`src/rtl/vfdz_pkg.sv`:
```
// Shared types, constants and the control program of the viewport follow unit.
// Depends on nothing; used by viewport_follow_dead_zone_unit and vfdz_checker.
package vfdz_pkg;

    // Field widths
    localparam int COORD_W   = 24;   // signed Q15.8 input coordinate
    localparam int SIZE_W    = 24;   // unsigned Q16.8 size
    localparam int POS_W     = 23;   // viewport edge
    localparam int DIR_W     = 2;    // signed direction
    localparam int OFF_W     = 25;   // signed Q16.8 centre offset
    localparam int FRAC_W    = 17;   // unsigned Q1.16 fraction
    localparam int RATIO_FRAC_BITS = 16;

    // Datapath widths: every intermediate fits in WORK_W signed bits
    localparam int WORK_W    = 28;
    localparam int MUL_B_W   = FRAC_W + 1;
    localparam int PROD_W    = WORK_W + MUL_B_W;

    localparam logic [FRAC_W-1:0] ONE_FRAC = FRAC_W'(1 << RATIO_FRAC_BITS);
    localparam logic [FRAC_W-1:0] HALF_FRAC = FRAC_W'(1 << (RATIO_FRAC_BITS - 1));
    localparam logic [POS_W-1:0]  POS_MAX = '1;

    // Stream payload layout
    localparam int IN_BITS    = 2 * COORD_W + DIR_W;
    localparam int IN_DATA_W  = ((IN_BITS + 7) / 8) * 8;
    localparam int OUT_BITS   = 2 * POS_W + DIR_W + OFF_W;
    localparam int OUT_DATA_W = ((OUT_BITS + 7) / 8) * 8;

    // Configuration port
    localparam int CFG_IDX_W  = 3;
    localparam int CFG_DATA_W = 48;
    localparam logic [CFG_IDX_W-1:0] CFG_VIEW_SIZE   = 3'd0;
    localparam logic [CFG_IDX_W-1:0] CFG_WORLD_SIZE  = 3'd1;
    localparam logic [CFG_IDX_W-1:0] CFG_FOLLOW_RATE = 3'd2;
    localparam logic [CFG_IDX_W-1:0] CFG_H_ANCHORS   = 3'd3;
    localparam logic [CFG_IDX_W-1:0] CFG_H_TRIGGERS  = 3'd4;
    localparam logic [CFG_IDX_W-1:0] CFG_V_ANCHOR    = 3'd5;
    localparam logic [CFG_IDX_W-1:0] CFG_DEAD_ZONES  = 3'd6;

    // Direction codes
    localparam logic [DIR_W-1:0] DIR_NONE  = 2'b00;
    localparam logic [DIR_W-1:0] DIR_RIGHT = 2'b01;
    localparam logic [DIR_W-1:0] DIR_NEG2  = 2'b10;
    localparam logic [DIR_W-1:0] DIR_LEFT  = 2'b11;

    // Sequencer
    localparam int PC_W = 4;

    typedef enum logic [3:0] {
        OP_RELEASE,     // drop armed direction on reversal
        OP_MUL_RT,      // prod = vw*right_trigger, wx = view_left
        OP_ARM_R,       // arm right
        OP_MUL_LT,      // prod = vw*left_trigger
        OP_ARM_L,       // arm left
        OP_MUL_ANCHOR,  // prod = vw*anchor of armed side
        OP_DIFF,        // d = desired - wx
        OP_MUL_RATE,    // prod = d*rate
        OP_ADD_X,       // wx += prod
        OP_OFFSET,      // centre offset, prod = vh*vertical_anchor
        OP_DEAD_ZONE,   // vertical dead zone
        OP_CLAMP,       // world clamp into state
        OP_DONE,        // hand result to output register
        OP_CENTER       // centered placement
    } op_t;

    typedef enum logic [2:0] {
        COND_NONE,
        COND_ALWAYS,
        COND_CENTERED,
        COND_RELEASED,
        COND_OUT_FULL
    } cond_t;

    typedef struct packed {
        op_t              op;
        cond_t            cond;
        logic [PC_W-1:0]  target;
    } ctrl_word_t;

    localparam logic [PC_W-1:0] STEP_OFFSET = 4'd9;
    localparam logic [PC_W-1:0] STEP_CLAMP  = 4'd11;
    localparam logic [PC_W-1:0] STEP_DONE   = 4'd12;
    localparam logic [PC_W-1:0] STEP_CENTER = 4'd13;

    // Control store
    function automatic ctrl_word_t prog_rom(input logic [PC_W-1:0] pc);
        ctrl_word_t w;
        w = '{op: OP_DONE, cond: COND_NONE, target: '0};
        unique case (pc)
            4'd0:  w = '{op: OP_RELEASE,    cond: COND_CENTERED, target: STEP_CENTER};
            4'd1:  w = '{op: OP_MUL_RT,     cond: COND_NONE,     target: '0};
            4'd2:  w = '{op: OP_ARM_R,      cond: COND_NONE,     target: '0};
            4'd3:  w = '{op: OP_MUL_LT,     cond: COND_NONE,     target: '0};
            4'd4:  w = '{op: OP_ARM_L,      cond: COND_NONE,     target: '0};
            4'd5:  w = '{op: OP_MUL_ANCHOR, cond: COND_RELEASED, target: STEP_OFFSET};
            4'd6:  w = '{op: OP_DIFF,       cond: COND_NONE,     target: '0};
            4'd7:  w = '{op: OP_MUL_RATE,   cond: COND_NONE,     target: '0};
            4'd8:  w = '{op: OP_ADD_X,      cond: COND_NONE,     target: '0};
            4'd9:  w = '{op: OP_OFFSET,     cond: COND_NONE,     target: '0};
            4'd10: w = '{op: OP_DEAD_ZONE,  cond: COND_NONE,     target: '0};
            4'd11: w = '{op: OP_CLAMP,      cond: COND_NONE,     target: '0};
            4'd12: w = '{op: OP_DONE,       cond: COND_OUT_FULL, target: STEP_DONE};
            4'd13: w = '{op: OP_CENTER,     cond: COND_ALWAYS,   target: STEP_CLAMP};
            default: w = '{op: OP_DONE, cond: COND_NONE, target: '0};
        endcase
        return w;
    endfunction

    // Fractions saturate at one
    function automatic logic [FRAC_W-1:0] frac_sat(input logic [FRAC_W-1:0] raw);
        return (raw > ONE_FRAC) ? ONE_FRAC : raw;
    endfunction

endpackage

```
`src/rtl/viewport_follow_dead_zone_unit.sv`:
```
// Top level of the viewport follow unit with horizontal triggers and a vertical dead zone.
// Depends on vfdz_pkg (types, control program, constants).

// Camera follow engine. Each accepted update (s_tuser = mode, s_tdata = target and
// move direction) runs a short microprogram on one shared 28x18 multiplier and one
// adder/compare datapath, one control word per clock unless a full output holds the
// program in its last step. A centered update takes 4 sequencer steps. A platformer
// update takes 13 when a follow direction is armed, and 10 when it stays released,
// because the approach steps are skipped. A new update is accepted only once the
// previous program has finished. The result lands in an output register, so the next
// update is taken while the previous result waits on m_tready; a result that cannot
// leave stalls the program in its last step. Configuration is to be written through
// cfg_we/cfg_index/cfg_data only while the block is idle (the block itself does not
// enforce this) and takes effect on the next update. There is no clearing pass: the
// control, state and configuration registers reset at once; work registers do not.
module viewport_follow_dead_zone_unit
(
    input  logic                                clk,
    input  logic                                rst_n,
    // input stream
    input  logic                                s_tvalid,
    output logic                                s_tready,
    // [23:0] target_x, [47:24] target_y, [49:48] move_direction, zero fill above
    input  logic [vfdz_pkg::IN_DATA_W-1:0]      s_tdata,
    // [0] req_type
    input  logic                                s_tuser,
    // result stream
    output logic                                m_tvalid,
    input  logic                                m_tready,
    // [22:0] camera_x, [45:23] camera_y, [47:46] follow_direction,
    // [72:48] centre_offset_x, zero fill above
    output logic [vfdz_pkg::OUT_DATA_W-1:0]     m_tdata,
    // configuration writes
    input  logic                                cfg_we,
    input  logic [vfdz_pkg::CFG_IDX_W-1:0]      cfg_index,
    input  logic [vfdz_pkg::CFG_DATA_W-1:0]     cfg_data
);

    localparam int WW = vfdz_pkg::WORK_W;
    localparam int CW = vfdz_pkg::COORD_W;
    localparam int SW = vfdz_pkg::SIZE_W;
    localparam int FW = vfdz_pkg::FRAC_W;
    localparam int PW = vfdz_pkg::POS_W;
    localparam int DW = vfdz_pkg::DIR_W;
    localparam int OW = vfdz_pkg::OFF_W;

    // Configuration registers
    logic [2*SW-1:0] view_size_reg;
    logic [2*SW-1:0] world_size_reg;
    logic [FW-1:0]   follow_rate_reg;
    logic [2*FW-1:0] h_anchors_reg;
    logic [2*FW-1:0] h_triggers_reg;
    logic [FW-1:0]   v_anchor_reg;
    logic [2*SW-1:0] dead_zones_reg;

    // Architectural state
    logic [PW-1:0] view_left_reg, view_left_next;
    logic [PW-1:0] view_top_reg,  view_top_next;
    logic [DW-1:0] dir_reg,       dir_next;

    // Sequencer control
    logic                        busy_reg, busy_next;
    logic [vfdz_pkg::PC_W-1:0]   pc_reg,   pc_next;
    logic                        out_valid_reg, out_valid_next;

    // Latched transaction and work registers
    logic                    type_reg;
    logic signed [CW-1:0]    tx_reg, ty_reg;
    logic [DW-1:0]           md_reg;
    logic signed [WW-1:0]    wx_reg, wx_next;
    logic signed [WW-1:0]    wy_reg, wy_next;
    logic signed [WW-1:0]    d_reg,  d_next;
    logic signed [WW-1:0]    prod_reg, prod_next;
    logic signed [OW-1:0]    off_reg, off_next;
    logic [vfdz_pkg::OUT_BITS-1:0] out_data_reg, out_data_next;

    vfdz_pkg::ctrl_word_t cw;
    logic in_accept;
    logic out_full;
    logic jump;

    // Widened operands
    logic signed [WW-1:0] txw, tyw, vww, vhw, vw_half, vh_half, vlw, vtw;
    logic signed [WW-1:0] upw, downw, lim_x, lim_y;
    logic signed [WW-1:0] rel, base_y, top_lim, bot_lim, off_full;
    logic [FW-1:0] rate_f, ra_f, la_f, rt_f, lt_f, va_f;

    // Shared multiplier
    logic signed [WW-1:0]                  mul_a;
    logic signed [vfdz_pkg::MUL_B_W-1:0]   mul_b;
    logic signed [vfdz_pkg::PROD_W-1:0]    mul_p, mul_q;

    function automatic logic signed [vfdz_pkg::MUL_B_W-1:0] frac_op(input logic [FW-1:0] f);
        return $signed({1'b0, f});
    endfunction

    // Limit of an edge: world minus view, kept in [0, POS_MAX]
    function automatic logic signed [WW-1:0] edge_limit(input logic [SW-1:0] world,
                                                       input logic [SW-1:0] view);
        logic signed [WW-1:0] diff;
        diff = $signed(WW'(world)) - $signed(WW'(view));
        if (diff < 0)
            return '0;
        else if (diff > $signed(WW'(vfdz_pkg::POS_MAX)))
            return $signed(WW'(vfdz_pkg::POS_MAX));
        else
            return diff;
    endfunction

    function automatic logic [PW-1:0] clamp_edge(input logic signed [WW-1:0] v,
                                                 input logic signed [WW-1:0] lim);
        if (v < 0)
            return '0;
        else if (v > lim)
            return lim[PW-1:0];
        else
            return v[PW-1:0];
    endfunction

    assign s_tready  = !busy_reg;
    assign in_accept = s_tvalid && s_tready;
    assign m_tvalid  = out_valid_reg;
    assign m_tdata   = vfdz_pkg::OUT_DATA_W'(out_data_reg);
    assign out_full  = out_valid_reg && !m_tready;

    assign cw = vfdz_pkg::prog_rom(pc_reg);

    assign txw     = WW'(tx_reg);
    assign tyw     = WW'(ty_reg);
    assign vww     = $signed(WW'(view_size_reg[SW-1:0]));
    assign vhw     = $signed(WW'(view_size_reg[2*SW-1:SW]));
    assign vw_half = $signed(WW'(view_size_reg[SW-1:1]));
    assign vh_half = $signed(WW'(view_size_reg[2*SW-1:SW+1]));
    assign vlw     = $signed(WW'(view_left_reg));
    assign vtw     = $signed(WW'(view_top_reg));
    assign upw     = $signed(WW'(dead_zones_reg[SW-1:0]));
    assign downw   = $signed(WW'(dead_zones_reg[2*SW-1:SW]));

    assign lim_x = edge_limit(world_size_reg[SW-1:0], view_size_reg[SW-1:0]);
    assign lim_y = edge_limit(world_size_reg[2*SW-1:SW], view_size_reg[2*SW-1:SW]);

    assign rate_f = vfdz_pkg::frac_sat(follow_rate_reg);
    assign ra_f   = vfdz_pkg::frac_sat(h_anchors_reg[FW-1:0]);
    assign la_f   = vfdz_pkg::frac_sat(h_anchors_reg[2*FW-1:FW]);
    assign rt_f   = vfdz_pkg::frac_sat(h_triggers_reg[FW-1:0]);
    assign lt_f   = vfdz_pkg::frac_sat(h_triggers_reg[2*FW-1:FW]);
    assign va_f   = vfdz_pkg::frac_sat(v_anchor_reg);

    assign rel      = txw - vlw;
    assign off_full = txw - (wx_reg + vw_half);
    assign base_y   = vtw + prod_reg;
    assign top_lim  = base_y - upw;
    assign bot_lim  = base_y + downw;

    // Product floored by the fraction width (arithmetic shift rounds toward minus infinity)
    assign mul_p = mul_a * mul_b;
    assign mul_q = mul_p >>> vfdz_pkg::RATIO_FRAC_BITS;

    // Condition select
    always_comb
    begin
        case (cw.cond)
            vfdz_pkg::COND_ALWAYS:   jump = 1'b1;
            vfdz_pkg::COND_CENTERED: jump = !type_reg;
            vfdz_pkg::COND_RELEASED: jump = (dir_reg == vfdz_pkg::DIR_NONE);
            vfdz_pkg::COND_OUT_FULL: jump = out_full;
            default:                 jump = 1'b0;
        endcase
    end

    // Datapath driven by the current control word
    always_comb
    begin
        view_left_next = view_left_reg;
        view_top_next  = view_top_reg;
        dir_next       = dir_reg;
        busy_next      = busy_reg;
        pc_next        = pc_reg;
        out_valid_next = out_valid_reg && !m_tready;
        out_data_next  = out_data_reg;
        wx_next        = wx_reg;
        wy_next        = wy_reg;
        d_next         = d_reg;
        prod_next      = prod_reg;
        off_next       = off_reg;
        mul_a          = vww;
        mul_b          = '0;

        if (busy_reg)
        begin
            pc_next = jump ? cw.target : pc_reg + 1'b1;

            unique case (cw.op)
                vfdz_pkg::OP_RELEASE:
                begin
                    if (md_reg != vfdz_pkg::DIR_NONE && dir_reg != vfdz_pkg::DIR_NONE
                        && md_reg != dir_reg)
                        dir_next = vfdz_pkg::DIR_NONE;
                end
                vfdz_pkg::OP_MUL_RT:
                begin
                    mul_b     = frac_op(rt_f);
                    prod_next = mul_q[WW-1:0];
                    wx_next   = vlw;
                end
                vfdz_pkg::OP_ARM_R:
                begin
                    if (dir_reg == vfdz_pkg::DIR_NONE && md_reg == vfdz_pkg::DIR_RIGHT
                        && rel > prod_reg)
                        dir_next = vfdz_pkg::DIR_RIGHT;
                end
                vfdz_pkg::OP_MUL_LT:
                begin
                    mul_b     = frac_op(lt_f);
                    prod_next = mul_q[WW-1:0];
                end
                vfdz_pkg::OP_ARM_L:
                begin
                    if (dir_reg == vfdz_pkg::DIR_NONE && md_reg == vfdz_pkg::DIR_LEFT
                        && rel < prod_reg)
                        dir_next = vfdz_pkg::DIR_LEFT;
                end
                vfdz_pkg::OP_MUL_ANCHOR:
                begin
                    mul_b     = (dir_reg == vfdz_pkg::DIR_RIGHT) ?
                                frac_op(ra_f) : frac_op(la_f);
                    prod_next = mul_q[WW-1:0];
                end
                vfdz_pkg::OP_DIFF:
                begin
                    d_next = txw - prod_reg - wx_reg;
                end
                vfdz_pkg::OP_MUL_RATE:
                begin
                    mul_a     = d_reg;
                    mul_b     = frac_op(rate_f);
                    prod_next = mul_q[WW-1:0];
                end
                vfdz_pkg::OP_ADD_X:
                begin
                    wx_next = wx_reg + prod_reg;
                end
                vfdz_pkg::OP_OFFSET:
                begin
                    mul_a     = vhw;
                    mul_b     = frac_op(va_f);
                    prod_next = mul_q[WW-1:0];
                    // saturate to the offset field
                    if (!off_full[WW-1] && (|off_full[WW-1:OW-1]))
                        off_next = {1'b0, {(OW-1){1'b1}}};
                    else if (off_full[WW-1] && !(&off_full[WW-1:OW-1]))
                        off_next = {1'b1, {(OW-1){1'b0}}};
                    else
                        off_next = off_full[OW-1:0];
                end
                vfdz_pkg::OP_DEAD_ZONE:
                begin
                    if (tyw < top_lim)
                        wy_next = tyw - prod_reg + upw;
                    else if (tyw > bot_lim)
                        wy_next = tyw - prod_reg - downw;
                    else
                        wy_next = vtw;
                end
                vfdz_pkg::OP_CLAMP:
                begin
                    view_left_next = clamp_edge(wx_reg, lim_x);
                    view_top_next  = clamp_edge(wy_reg, lim_y);
                end
                vfdz_pkg::OP_DONE:
                begin
                    if (!out_full)
                    begin
                        out_valid_next = 1'b1;
                        out_data_next  = {off_reg, dir_reg, view_top_reg, view_left_reg};
                        busy_next      = 1'b0;
                    end
                end
                vfdz_pkg::OP_CENTER:
                begin
                    wx_next  = txw - vw_half;
                    wy_next  = tyw - vh_half;
                    dir_next = vfdz_pkg::DIR_NONE;
                    off_next = '0;
                end
                default:
                begin
                    busy_next = 1'b0;
                end
            endcase
        end
        else if (in_accept)
        begin
            busy_next = 1'b1;
            pc_next   = '0;
        end
    end

    // Control and state registers
    always_ff @(posedge clk or negedge rst_n)
    begin
        if (!rst_n)
        begin
            busy_reg        <= 1'b0;
            pc_reg          <= '0;
            out_valid_reg   <= 1'b0;
            view_left_reg   <= '0;
            view_top_reg    <= '0;
            dir_reg         <= vfdz_pkg::DIR_NONE;
            view_size_reg   <= '0;
            world_size_reg  <= '0;
            follow_rate_reg <= vfdz_pkg::ONE_FRAC;
            h_anchors_reg   <= '0;
            h_triggers_reg  <= '0;
            v_anchor_reg    <= vfdz_pkg::HALF_FRAC;
            dead_zones_reg  <= '0;
        end
        else
        begin
            busy_reg      <= busy_next;
            pc_reg        <= pc_next;
            out_valid_reg <= out_valid_next;
            view_left_reg <= view_left_next;
            view_top_reg  <= view_top_next;
            dir_reg       <= dir_next;
            if (cfg_we)
            begin
                unique case (cfg_index)
                    vfdz_pkg::CFG_VIEW_SIZE:   view_size_reg   <= cfg_data[2*SW-1:0];
                    vfdz_pkg::CFG_WORLD_SIZE:  world_size_reg  <= cfg_data[2*SW-1:0];
                    vfdz_pkg::CFG_FOLLOW_RATE: follow_rate_reg <= cfg_data[FW-1:0];
                    vfdz_pkg::CFG_H_ANCHORS:   h_anchors_reg   <= cfg_data[2*FW-1:0];
                    vfdz_pkg::CFG_H_TRIGGERS:  h_triggers_reg  <= cfg_data[2*FW-1:0];
                    vfdz_pkg::CFG_V_ANCHOR:    v_anchor_reg    <= cfg_data[FW-1:0];
                    vfdz_pkg::CFG_DEAD_ZONES:  dead_zones_reg  <= cfg_data[2*SW-1:0];
                    default:                   ;
                endcase
            end
        end
    end

    // Payload registers
    always_ff @(posedge clk)
    begin
        if (in_accept)
        begin
            type_reg <= s_tuser;
            tx_reg   <= $signed(s_tdata[CW-1:0]);
            ty_reg   <= $signed(s_tdata[2*CW-1:CW]);
            // the pattern -2 counts as left
            md_reg   <= (s_tdata[2*CW+DW-1:2*CW] == vfdz_pkg::DIR_NEG2) ?
                        vfdz_pkg::DIR_LEFT : s_tdata[2*CW+DW-1:2*CW];
        end
        wx_reg       <= wx_next;
        wy_reg       <= wy_next;
        d_reg        <= d_next;
        prod_reg     <= prod_next;
        off_reg      <= off_next;
        out_data_reg <= out_data_next;
    end

endmodule

```
`config.mk`:
```
export PLATFORM = sky130hd
export DESIGN_NAME = viewport_follow_dead_zone_unit
export DESIGN_NICKNAME = d
export VERILOG_FILES = /design/src/rtl/vfdz_pkg.sv /design/src/rtl/viewport_follow_dead_zone_unit.sv
export SDC_FILE = /design/constraint.sdc
export NUM_CORES = 2
export LEC_CHECK = 0
export ABC_AREA = 1
export ABC_CLOCK_PERIOD_IN_PS = 9200
export BUFFER_PORTS_ARGS = -buffer_cell sky130_fd_sc_hd__buf_2
export CAP_MARGIN = 20
export CORE_MARGIN = 4
export CORE_UTILIZATION = 30
export CTS_CLUSTER_DIAMETER = 30
export DETAILED_ROUTE_END_ITERATION = 16
export GPL_TIMING_DRIVEN = 1
export PLACE_DENSITY = 0.48
export SETUP_SLACK_MARGIN = 0.05
export SLEW_MARGIN = 20
export SYNTH_ARGS = -nofsm -noshare
export SYNTH_HDL_FRONTEND = slang
export SYNTH_SLANG_ARGS = --single-unit
```
`constraint.sdc`:
```
create_clock -name clk -period 9.2 [get_ports clk]
set_input_delay 0 -clock clk [delete_from_list [all_inputs] [get_ports clk]]
set_output_delay 0 -clock clk [all_outputs]
set_load 0.02 [all_outputs]
```
==> out/qor.txt <==
status -> finished, final reports clean
Hold Vio Cnt, Final -> 0
Top Family by Delay on Critical Path -> adder cells
Reg-to-Reg Start -> pc_reg[1]
htree depth -> 4
main combinational cell family by area after synthesis -> adder cells
relative slew slack -> 0.312
fin. max-slew vios -> 0
Synth Cell Area -> 62900 um^2
initial antenna violation count -> 12
R2R Setup Slk -> 0.73 ns
Clock Tree Buf Depth -> 3
width of the die -> 466 um
Period minus WS final -> 8.47 ns
register area share after synthesis -> 0.244
Final setup violation count -> 0
DRT iter0 DRCs -> 5391
flop and latch count out of synthesis -> 561
DRT Wirelength -> 272000 um
Die Area -> 217000 um^2
CTS Buf Count -> 131
clock-pin slew on the worst setup and hold paths -> 0.05 ns
Setup TNS Final -> 0 ns
Global Route Usage Sum -> 0.248
DP Wirelength -> 224000 um
kind of critical path -> flip-flop to flip-flop
GRT overflow -> 0
Routed WL per cell -> 24.1 um
XOR/XNOR share of the synthesized area -> 0.0412
first-pass GRT wire length -> 393000 um
Final Skew -> 0.0379 ns
CTS Root Cell -> clkbuf_16
Gate Count Post-Synth -> 8021
port bufs -> 181
largest net degree at the start of global routing -> 97
hold crit path type -> input port to flip-flop
Synth Area in Compound Gates -> 0.135
vias after detailed routing -> 57400
Core Area -> 208000 um^2
Synth async-reset ratio -> 0.535
slew of the pin with the lowest slew margin -> 1.03 ns
Final nets -> 9630
area share of fa/ha/maj cells after synthesis -> 0.284
CP Launch Point -> pc_reg[1]
Layout area overhead -> 16.7%
post-synthesis mux area share -> 0
EDFF count, synth -> 261
Remaining DRCs -> 0
Peak Freq -> 0.118 GHz
worst skew pair latency -> 0.80 ns
Worst EP required -> 9.75 ns
Distinct cells, synth -> 71
Post-Synth Simple-Gate Area -> 0.202
CP most frequent cell -> fa_1
Initial Utilization -> 0.303
Worst EP arrival -> 9.02 ns
chip height -> 466 um
post-DR vias/cell -> 5.08
hold path start -> m_tready
Final period util -> 0.920
# Max-Cap Violations -> 0
Initial DRT Pass Iterations -> 6
Post-CTS Resized -> 0
unrepaired setup endpoints after global routing -> false
Slowest-stage cell, CP -> nor2_4
Yosys Warn Count -> 0
WP buf/inv -> 10
TritonCTS clock tree -> yes
predominant post-synthesis flop cell -> dfrtp_1
crit path capture type -> flip-flop
CP peak stage delay -> 0.61 ns
synthesized area per cell -> 7.84 um^2
crit path launch type -> flip-flop
post-CTS setup buffers -> 0
vias in the first global route -> 56900
antenna violation net count after detailed routing -> 0
clock sink total -> 561
gpl congestion -> 0.986
peak fanout along the critical path -> 33
layout cells sized above 1 -> 0.0789
Rows -> 167
Ports -> 195
max reg flops -> 73
## cell type report
type | instances | area [um^2]
clock inverters | 80 | 1120
diodes | 5 | 12.5
well taps | 2788 | 3490
clock buffers | 162 | 3550
fillers | 21900 | 134000
flip-flops and latches | 561 | 15400
inverters | 1276 | 4790
repair buffers | 442 | 3290
multi-input cells | 5982 | 41700
## worst min-delay path: stages
cell           delay [ns]
dlygate4sd3_1        0.52
buf_2                0.09
or2_2                0.14
nand2_1              0.06
## cells in the mapped netlist, types with 28 or more instances
library cell / number / area (um^2)
o21a_1: 34 / 255
buf_2: 40 / 200
nor4_1: 28 / 175
edfxtp_1: 261 / 7840
xnor2_1: 125 / 1090
nor2_1: 601 / 2260
xor2_1: 167 / 1460
a21o_1: 34 / 255
clkbuf_1: 106 / 398
o21ai_0: 626 / 3130
ha_1: 614 / 7680
o211ai_1: 59 / 443
nand2_1: 1667 / 6260
fa_1: 509 / 10200
a21oi_1: 611 / 3060
buf_4: 34 / 255
nand4_1: 69 / 432
o21bai_1: 38 / 285
inv_1: 1246 / 4680
nor3_1: 65 / 325
nand3_1: 490 / 2450
dfrtp_1: 298 / 7460
## what timing repair did
action | 4_1_cts | 5_1_grt
endpoints found under the setup margin | 0 | 0
endpoints found under the hold margin | 497 | 0
hold buffers | 158 | 0
## worst paths after layout
kind	depth (start not counted)	to
worst min register to register	0	out_data_reg[70]
worst min-delay path	4	m_tvalid
worst max-delay path	36	prod_reg[23]
max in group asynchronous	5	busy_reg
min in group asynchronous	3	v_anchor_reg[15]
worst max register to register	36	prod_reg[23]
## per-layer routing
metal | GRT usage | routed length [um] | vias to the layer above | share of wire
li1 | - | - | 26900 | -
met1 | 0.329 | 118000 | 28100 | 0.43
met2 | 0.408 | 126000 | 1963 | 0.46
met3 | 0.0372 | 16900 | 381 | 0.062
met4 | 0.0895 | 10600 | 6 | 0.039
met5 | 0 | 42 | - | 0.00015
## logic make-up (layout without fill, tap and decap cells)
family,after synthesis,after routing
other cells,2,14
fa+ha+maj,1123,1123
buf+inv,1485,1960
simple gates,3029,3029
flops,561,561
xor+xnor,294,294
compound gates,1527,1527
## through the flow
stage | util | area [um^2] | worst slack [ns] | hold slack, ns | cells
after CTS | 0.353 | 73300 | 0.780 | 0.0172 | 11300
final | 0.353 | 73300 | 0.733 | 0.0725 | 11300
after global routing | 0.353 | 73300 | 0.161 | 0.0790 | 11300
after floorplan | - | 62900 | 2.23 | -0.296 | 8028
after detailed placement | 0.323 | 67100 | 0.827 | 0.00939 | 10900
after global placement | 0.323 | 67100 | 0.771 | 0.0114 | 10900
## cell usage in the layout, fill, tap and decap left out, types with 23 or more instances in the layout
master	count
buf_2	180
o21bai_1	38
o211ai_1	59
dlygate4sd3_1	157
edfxtp_1	261
nor2_1	597
nor4_1	28
clkbuf_16	134
nand2_1	1663
xnor2_1	125
nor3_1	65
a21oi_1	609
dfrtp_1	297
ha_1	614
or2_2	23
fa_1	509
o21ai_0	626
a21o_1	34
inv_1	1245
xor2_1	167
buf_4	103
nand3_1	488
nand4_1	69
nor2_2	25
o21a_1	34
inv_2	25
a31oi_1	25
Power is not shown: default switching activity piles up to over one toggle a cycle in this logic, so the estimate is an artifact.
